==> src/rtl/scr_pkg.sv <==
// ----------------------------------------------------------------------------
// scr_pkg - shared types and constants of the sextant cell reducer
// Dot encoding, result bundle and stream widths used by every module.
// ----------------------------------------------------------------------------
package scr_pkg;

  localparam int COLOUR_BITS = 8;
  localparam int CELL_DOTS   = 6;
  localparam int CNT_W       = $clog2(CELL_DOTS + 1);

  localparam int COORD_W     = 8;
  localparam int DOT_FIELD_W = 9;
  localparam int COLOUR_W    = 8;
  localparam int GLYPH_W     = CELL_DOTS;

  localparam int DOTS_LSB    = 2 * COORD_W;
  localparam int IN_FIELDS_W = DOTS_LSB + CELL_DOTS * DOT_FIELD_W;
  localparam int IN_TDATA_W  = ((IN_FIELDS_W + 7) / 8) * 8;
  localparam int OUT_FIELDS_W = 2 * COORD_W + 2 * COLOUR_W + GLYPH_W;
  localparam int OUT_TDATA_W  = ((OUT_FIELDS_W + 7) / 8) * 8;

  typedef logic [COLOUR_BITS-1:0] colour_t;
  typedef logic [CNT_W-1:0]       cnt_t;

  // One dot after decode: any negative field value counts as unset.
  typedef struct packed {
    logic    unset;
    colour_t colour;
  } dot_t;

  typedef dot_t [CELL_DOTS-1:0] cell_dots_t;

  // Reduction result handed from the reducer to the result register.
  typedef struct packed {
    logic                has_ink;
    colour_t             fg;
    colour_t             bg;
    logic [GLYPH_W-1:0]  glyph;
  } reduce_res_t;

  function automatic dot_t dot_decode(input logic [DOT_FIELD_W-1:0] raw);
    dot_t d;
    d.unset  = raw[DOT_FIELD_W-1];
    d.colour = raw[COLOUR_BITS-1:0];
    return d;
  endfunction

  // Two unset dots match each other; a set dot matches on colour only.
  function automatic logic dot_eq(input dot_t a, input dot_t b);
    return (a.unset && b.unset) || (!a.unset && !b.unset && (a.colour == b.colour));
  endfunction

endpackage

==> src/rtl/scr_reduce.sv <==
// ----------------------------------------------------------------------------
// scr_reduce - two-colour reduction of one sextant cell
// Counts matches per dot, picks ink and paper, builds the glyph mask.
// ----------------------------------------------------------------------------
module scr_reduce
  import scr_pkg::*;
(
  input  cell_dots_t         dots,
  input  logic [COLOUR_W-1:0] empty_colour,
  output reduce_res_t        res
);

  cnt_t cnt [CELL_DOTS];

  // Occurrence count of each dot's value within the cell.
  always_comb begin
    for (int k = 0; k < CELL_DOTS; k++) begin
      cnt[k] = '0;
      for (int m = 0; m < CELL_DOTS; m++) begin
        cnt[k] = cnt[k] + cnt_t'(dot_eq(dots[m], dots[k]));
      end
    end
  end

  logic    ink_found;
  cnt_t    ink_cnt;
  colour_t ink_col;
  dot_t    ink_dot;
  logic    pap_found;
  cnt_t    pap_cnt;
  dot_t    pap_dot;

  always_comb begin
    ink_found = 1'b0;
    ink_cnt   = '0;
    ink_col   = '0;
    // Ink: highest count among set dots, larger colour wins a tie.
    for (int k = 0; k < CELL_DOTS; k++) begin
      if (!dots[k].unset &&
          (!ink_found || (cnt[k] > ink_cnt) ||
           ((cnt[k] == ink_cnt) && (dots[k].colour > ink_col)))) begin
        ink_found = 1'b1;
        ink_cnt   = cnt[k];
        ink_col   = dots[k].colour;
      end
    end
    ink_dot.unset  = 1'b0;
    ink_dot.colour = ink_col;

    // Paper: first dot off the ink with the strictly highest count.
    pap_found = 1'b0;
    pap_cnt   = '0;
    pap_dot   = '0;
    for (int k = 0; k < CELL_DOTS; k++) begin
      if (!dot_eq(dots[k], ink_dot) && (!pap_found || (cnt[k] > pap_cnt))) begin
        pap_found = 1'b1;
        pap_cnt   = cnt[k];
        pap_dot   = dots[k];
      end
    end

    res.has_ink = ink_found;
    res.fg      = ink_col;
    res.bg      = (pap_found && !pap_dot.unset) ? pap_dot.colour
                                                : empty_colour[COLOUR_BITS-1:0];
    for (int k = 0; k < CELL_DOTS; k++) begin
      res.glyph[k] = dot_eq(dots[k], ink_dot);
    end
  end

endmodule

==> src/rtl/sextant_cell_two_colour_reducer.sv <==
// ----------------------------------------------------------------------------
// sextant_cell_two_colour_reducer - sextant cell to two-colour glyph
// Input register, one reduction stage, result register on a stream bus.
// ----------------------------------------------------------------------------
// The block takes one cell per clock unless the result side stalls: the input
// beat lands in the input register, the reduction runs in one stage of
// compares and small counts, and the result register holds the glyph beat
// until the sink takes it. Throughput is one cell per cycle, set by that
// single reduction stage; a stalled result register holds the
// input register, and in_tready drops only while both are full and out_tready
// is low. A cell whose six dots are all unset (any negative dot value) gives
// no output beat. The ink is the most common set colour, larger colour on a
// tie; the paper is the first dot, in index order, that differs from the ink
// with the highest count; an unset or absent paper takes the empty colour
// register. Write that register with cfg_wr_en only while no cell is in
// flight; it resets to 0.
// ----------------------------------------------------------------------------
module sextant_cell_two_colour_reducer
  import scr_pkg::*;
(
  input  logic                   clk,
  input  logic                   rst_n,

  input  logic                   in_tvalid,
  output logic                   in_tready,
  // [7:0] cell_col, [15:8] cell_row, then 9 bits each from bit 16 up:
  // dot_r0_left, dot_r0_right, dot_r1_left, dot_r1_right, dot_r2_left,
  // dot_r2_right; [71:70] zero
  input  logic [IN_TDATA_W-1:0]  in_tdata,

  output logic                   out_tvalid,
  input  logic                   out_tready,
  // [7:0] out_col, [15:8] out_row, [23:16] fg_colour, [31:24] bg_colour,
  // [37:32] glyph_bits, [39:38] zero
  output logic [OUT_TDATA_W-1:0] out_tdata,

  input  logic                   cfg_wr_en,
  input  logic [COLOUR_W-1:0]    cfg_wr_data
);

  // Empty paper colour register.
  logic [COLOUR_W-1:0] empty_r, empty_nxt;

  // Input register.
  logic                s1_valid_r, s1_valid_nxt;
  logic [COORD_W-1:0]  s1_col_r, s1_col_nxt;
  logic [COORD_W-1:0]  s1_row_r, s1_row_nxt;
  cell_dots_t          s1_dots_r, s1_dots_nxt;

  // Result register.
  logic                   out_valid_r, out_valid_nxt;
  logic [OUT_TDATA_W-1:0] out_data_r, out_data_nxt;

  logic        out_free;
  logic        in_beat;
  reduce_res_t res;

  // The result register can load when empty or being drained this cycle.
  assign out_free  = !out_valid_r || out_tready;
  assign in_tready = !s1_valid_r || out_free;
  assign in_beat   = in_tvalid && in_tready;

  always_comb begin
    empty_nxt = cfg_wr_en ? cfg_wr_data : empty_r;
  end

  // Capture the beat and decode its dots.
  always_comb begin
    s1_valid_nxt = in_tready ? in_tvalid : s1_valid_r;
    s1_col_nxt   = s1_col_r;
    s1_row_nxt   = s1_row_r;
    s1_dots_nxt  = s1_dots_r;
    if (in_beat) begin
      s1_col_nxt = in_tdata[COORD_W-1:0];
      s1_row_nxt = in_tdata[2*COORD_W-1:COORD_W];
      for (int k = 0; k < CELL_DOTS; k++) begin
        s1_dots_nxt[k] = dot_decode(in_tdata[DOTS_LSB + k*DOT_FIELD_W +: DOT_FIELD_W]);
      end
    end
  end

  scr_reduce u_reduce (
    .dots         (s1_dots_r),
    .empty_colour (empty_r),
    .res          (res)
  );

  // Advance into the result register; drop cells with no set dot.
  always_comb begin
    out_valid_nxt = out_valid_r;
    out_data_nxt  = out_data_r;
    if (out_free) begin
      out_valid_nxt = s1_valid_r && res.has_ink;
      if (s1_valid_r && res.has_ink) begin
        out_data_nxt = OUT_TDATA_W'({res.glyph, COLOUR_W'(res.bg), COLOUR_W'(res.fg),
                                     s1_row_r, s1_col_r});
      end
    end
  end

  always_ff @(posedge clk) begin
    if (!rst_n) begin
      empty_r     <= '0;
      s1_valid_r  <= 1'b0;
      out_valid_r <= 1'b0;
    end else begin
      empty_r     <= empty_nxt;
      s1_valid_r  <= s1_valid_nxt;
      out_valid_r <= out_valid_nxt;
    end
  end

  always_ff @(posedge clk) begin
    s1_col_r   <= s1_col_nxt;
    s1_row_r   <= s1_row_nxt;
    s1_dots_r  <= s1_dots_nxt;
    out_data_r <= out_data_nxt;
  end

  assign out_tvalid = out_valid_r;
  assign out_tdata  = out_data_r;

`ifndef SYNTH
  // A delivered glyph always marks at least the ink dot.
  a_glyph_nonzero: assert property (@(posedge clk) disable iff (!rst_n)
    out_tvalid |-> (out_tdata[2*COORD_W+2*COLOUR_W +: GLYPH_W] != '0))
    else $error("glyph mask empty on an output beat");

  // A held input register keeps its cell while the result side stalls.
  a_s1_hold: assert property (@(posedge clk) disable iff (!rst_n)
    (s1_valid_r && !out_free) |=> (s1_valid_r && $stable(s1_dots_r)))
    else $error("input register lost a stalled cell");

  // An empty input register always takes a beat.
  a_ready_when_empty: assert property (@(posedge clk) disable iff (!rst_n)
    !s1_valid_r |-> in_tready)
    else $error("input not ready with an empty input register");

  // A result appears only from a cell held in the input register.
  a_out_source: assert property (@(posedge clk) disable iff (!rst_n)
    $rose(out_valid_r) |-> $past(s1_valid_r))
    else $error("output beat without a source cell");
`endif

endmodule

==> config.mk <==
export PLATFORM = sky130hd
export DESIGN_NAME = sextant_cell_two_colour_reducer
export DESIGN_NICKNAME = d
export VERILOG_FILES = /design/src/rtl/scr_pkg.sv /design/src/rtl/scr_reduce.sv /design/src/rtl/sextant_cell_two_colour_reducer.sv
export SDC_FILE = /design/constraint.sdc
export NUM_CORES = 1
export LEC_CHECK = 0
export ABC_CLOCK_PERIOD_IN_PS = 30000
export BUFFER_PORTS_ARGS = -buffer_cell sky130_fd_sc_hd__buf_4
export CORE_MARGIN = 2
export CORE_UTILIZATION = 35
export DETAILED_ROUTE_END_ITERATION = 6
export GPL_ROUTABILITY_DRIVEN = 0
export PLACE_DENSITY = 0.52
export SKIP_CTS_REPAIR_TIMING = 1
export SLEW_MARGIN = 20
export SYNTH_ARGS = -nofsm -noshare
export SYNTH_HDL_FRONTEND = slang
export SYNTH_SLANG_ARGS = --single-unit
==> constraint.sdc <==
create_clock -name clk -period 30 [get_ports clk]
set_input_delay 6 -clock clk [delete_from_list [all_inputs] [get_ports clk]]
set_output_delay 6 -clock clk [all_outputs]
set_load 0.05 [all_outputs]
==> metrics.txt, run 1 <==
Tot GR Track Use 0.240; Internal Power just under 0.9 mW; most common cell in the netlist edfxtp_1; Buf/Inv on CP 6; Sw Share 0.518; DP Area around 12000 um^2; final wirelength just under 40000 um; grt total ovfl 0; Worst setup EP type register; Worst-path clk slew about 0.06 ns; Leak between 5 and 6 nW; Die Width around 180 um; # DRC 0; Crit Path Max Fanout 27; Post-synth top cells edfxtp_1, xor2_1, ha_1; HPWL Detailed 28000 um; slowest CP cell o41ai_1; Post-Syn Instances 1149; ys flop type edfxtp_1; Worst EP arrival about 27 ns; post-synth top area share 0.295; clock group share of total power 0.114; Max Fclk roughly 37 MHz; ant diodes 0; Final Net Count 1409; die footprint 32900 um^2; Syn Area/Cell 9.57 um^2; fin crit share 0.893; Post-synth EDFFs approximately 110; Req. time, crit path 30.18 ns; Port Buf Inserts between 100 and 150; final antenna-violating net count 0; CORE AREA approximately 31000 um^2; Site Rows 64; largest net degree at the start of global routing 66; Layout Utilization 0.419; clock tree buffer depth 2; Cell variety after synth 100; chip height ~180 um; Gate power share 0.749; Area contributors post-synth edfxtp_1, ha_1, xor2_1, xnor2_1, inv_1; vias in the first global route 9493; Max IR drop VDD between 0.07 and 0.08 mV; DRT iter0 DRCs 1031; crit path kind reg -> reg; status finished clean; P per Cell Area approximately 140 nW/um^2; worst reg-to-reg path cell count 86; Final Critical Period roughly 27 ns; register area share after synthesis 0.313; CP delay by family, top compound AO/OA/AOI/OAI gates; IO Count approximately 130; share of layout cells above drive strength 1 0.206; unrepaired setup endpoints after global routing false; CTS tree done; Rel. slew slack 0.223; crit start category register; Sequential Power Share 0.137; setup_tns 0 ns; Initial Utilization 0.358; initial antenna violation count 0; NetSw 0.936 mW; TritonCTS buffer count 17; Max stage delay on crit path 0.92 ns; Hold Path Class reg -> reg; final hold viol count 0; Area Growth Syn to Fin 17.2%; TritonRoute pass-1 iters 5; Syn Std Cell Area between 10000 and 15000 um^2; Max Slew Vio Count 0; Hold Path Stages 0; Vias ~10000; clk_skew around 0.014 ns; area leader, netlist edfxtp_1; drt wl/cell around 24 um; Ys Warns 0; number of H-tree levels 4; CTS root buf clkbuf_16; first-pass GRT wire length between 50000 and 60000 um; Worst-Skew Late Latency 0.43 ns; Worst-Margin Slew 1.16 ns; most used cell, CP ha_1; #FFs+latches synth around 120; Critical Path Stages 86; Async S/R FF share, synth 0; post-route cell area ~13000 um^2; drt via density 6.00; Sink Count about 120; Max Cap Violations 0; final setup violation count 0
power by group through the flow:
stage | combinational, mW | sequential [mW] | clock, mW
floorplan | 0.946 | 0.281 | 0
global placement | 1.31 | 0.250 | 0
detailed placement | 1.32 | 0.249 | 0
CTS | 1.33 | 0.246 | 0.212
global route | 1.45 | 0.248 | 0.219
finish | 1.35 | 0.247 | 0.206
per-layer routing:
layer  share of wire  vias to the layer above  track usage
met4           0.031                        0       0.0956
met1            0.43                     4777        0.325
met2            0.45                      468        0.371
met5               0                        -            0
met3           0.080                       85       0.0520
li1                -                     4509            -
kinds of logic after synthesis:
logic type,after synthesis,share of synthesized area
AO/OA/AOI/OAI,301,0.214
AND/OR/NAND/NOR,300,0.153
buffers and inverters,169,0.0619
XOR/XNOR,131,0.104
flip-flops,118,0.313
adder cells (fa/ha/maj),92,0.114
multiplexers,37,0.0389
other,1,0.000341
sequential cells by signal (all words and copies together), names as in the netlist:
name and cells:
empty_r 8, s1_col_r 8, out_tdata 38, out_tvalid 1, s1_valid_r 1, s1_row_r 8
s1_dots_r 54
layout make-up:
class	count	area (um^2)
Multi-Input combinational cell	863	6900
Clock inverter	14	151
Timing Repair Buffer	153	1160
Tap cell	396	495
Clock buffer	18	429
Inverter	79	302
Fill cell	3075	17900
Sequential cell	118	3440
per-stage QoR:
stage | hold slack, ns | std cells | worst slack [ns] | power, mW
2_1_floorplan | 0.400 | 1150 | 9.38 | 1.23
3_3_place_gp | 0.401 | 1608 | 4.28 | 1.56
3_5_place_dp | 0.405 | 1609 | 3.98 | 1.57
4_1_cts | 0.419 | 1641 | 3.90 | 1.78
5_1_grt | 0.422 | 1641 | 1.80 | 1.92
6_report | 0.418 | 1641 | 3.21 | 1.81
layout by cell type (no fill, tap or decap), drive strengths merged, types with 19 or more instances in the layout:
| cell | n |
|---|---|
| buf | 153 |
| a21oi | 44 |
| xor2 | 82 |
| inv | 80 |
| nor2 | 56 |
| mux2 | 22 |
| edfxtp | 108 |
| ha | 78 |
| nor4 | 21 |
| nor2b | 20 |
| xnor2 | 49 |
| nand2 | 54 |
| nand3 | 19 |
| o21ai | 43 |
| o22ai | 20 |
| nand4 | 29 |
path summary, 6_finish.rpt:
path,start,to,slack (ns)
worst max-delay path,s1_dots_r[52],out_tdata[29],3.21
worst min-delay path,s1_row_r[5],out_tdata[13],0.42
worst max register to register,s1_dots_r[52],out_tdata[29],3.21
worst min register to register,s1_row_r[5],out_tdata[13],0.42
Power figures use the tool's default switching activity.
==> run 2, diff against run 1 <==
--- a/config.mk
+++ b/config.mk
@@ -7,7 +7,6 @@
 export LEC_CHECK = 0
 export ABC_CLOCK_PERIOD_IN_PS = 30000
 export BUFFER_PORTS_ARGS = -buffer_cell sky130_fd_sc_hd__buf_4
-export CORE_MARGIN = 2
 export CORE_UTILIZATION = 35
 export DETAILED_ROUTE_END_ITERATION = 6
 export GPL_ROUTABILITY_DRIVEN = 0
==> metrics.txt, run 2 (same netlist as run 1, synthesis figures left out) <==
crit path kind reg -> reg; Vias ~9800; Gate power share 0.746; Layout Utilization 0.419; Crit Path Max Fanout 19; area of the multi-input gates around 6900 um^2; status finished with violations; Top reg by flops s1_dots_r; Worst-path clk slew 0.06 ns; setup_tns 0 ns; grt total ovfl 0; unrepaired setup endpoints after global routing false; ant diodes 0; Max Slew Vio Count 0; # DRC 9; Max stage delay on crit path 0.88 ns; slowest CP cell o41ai_1; post-route cell area 12900 um^2; chip height approximately 180 um; CORE AREA about 31000 um^2; TritonCTS buffer count 17; initial antenna violation count 0; Worst-Margin Slew 1.23 ns; failing checks DRC; Buf/Inv on CP 7; Leak between 5 and 6 nW; vias in the first global route approximately 9000; clock group share of total power 0.117; first-pass GRT wire length 57700 um; largest net degree at the start of global routing 71; Worst-Skew Late Latency 0.43 ns; PnR Total Power approximately 1.8 mW; final hold viol count 0; Rel. slew slack 0.169; drt via density between 5 and 6; register area between 3000 and 4000 um^2; Filler Cells Inserted ~3000; HPWL Detailed approximately 28000 um; most used cell, CP ha_1; Tot GR Track Use 0.244; Die Width around 180 um; Max Cap Violations 0; P per Cell Area approximately 140 nW/um^2; Sequential Power Share 0.137; Setup WS pre-CTS ~4.5 ns; DRT iter0 DRCs 1014; Area Growth Syn to Fin 17.2%; Sw Share 0.514; fin crit share 0.871; Final Net Count ~1400; final wirelength 38800 um; Req. time, crit path between 30 and 40 ns; Sink Count approximately 120; drt wl/cell approximately 24 um; Hold Path Class reg -> reg; Worst EP arrival 26.31 ns; commonest cells after routing, fill and taps aside buf_4, edfxtp_1, xor2_1, ha_1, inv_1; CP delay by family, top compound AO/OA/AOI/OAI gates; final antenna-violating net count 0; Largest register FFs 54; Site Rows 64; crit start category register; number of H-tree levels 4; IO Count around 130; NetSw slightly above 0.9 mW; clock tree buffer depth 2; CTS tree done; die footprint 32100 um^2; DP Area 12300 um^2; CTS root buf clkbuf_16; clk_skew approximately 0.011 ns; Max IR drop VDD 0.0839 mV; final setup violation count 0; Max Fclk 38.3 MHz; final worst slack around 3.9 ns; commonest non-fill, non-tap cell in the layout buf_4; TritonRoute pass-1 iters 7; share of layout cells above drive strength 1 0.204; Worst setup EP type register; Initial Utilization 0.358; Final Critical Period about 26 ns; Port Buf Inserts 122; Internal Power 0.882 mW
==> run 2: layer usage <==
layer  GRT usage  routed length, um  share of wire
met1       0.337              16800           0.43
met2       0.372              17400           0.45
met3      0.0418               3270          0.084
met4       0.108               1400          0.036
met5           0                  0              0
==> run 2: cell type report <==
class,instances,area share
Multi-Input combinational cell,863,0.535
Clock buffer,17,0.0330
Timing Repair Buffer,151,0.0889
Tap cell,396,0.0385
Clock inverter,15,0.0137
Inverter,79,0.0234
Sequential cell,118,0.267
==> run 2: worst paths after layout <==
kind	from	slack [ns]	end	cells after the start
worst max-delay path	s1_dots_r[52]	3.87	out_tdata[29]	87
worst min-delay path	s1_col_r[7]	0.42	out_tdata[7]	0
worst max register to register	s1_dots_r[52]	3.87	out_tdata[29]	87
worst min register to register	s1_col_r[7]	0.42	out_tdata[7]	0
==> run 2: power groups by stage <==
stage | sequential, mW | combinational, mW | clock, mW
after CTS | 0.248 | 1.33 | 0.218
after detailed placement | 0.250 | 1.32 | 0
after global placement | 0.251 | 1.31 | 0
after global routing | 0.250 | 1.46 | 0.224
final | 0.248 | 1.36 | 0.213
after floorplan | 0.281 | 0.946 | 0
==> run 2: through the flow <==
stage	std cells	hold slack, ns
floorplan	1150	0.400
global placement	1606	0.400
detailed placement	1607	0.405
CTS	1639	0.419
global route	1639	0.419
finish	1639	0.417
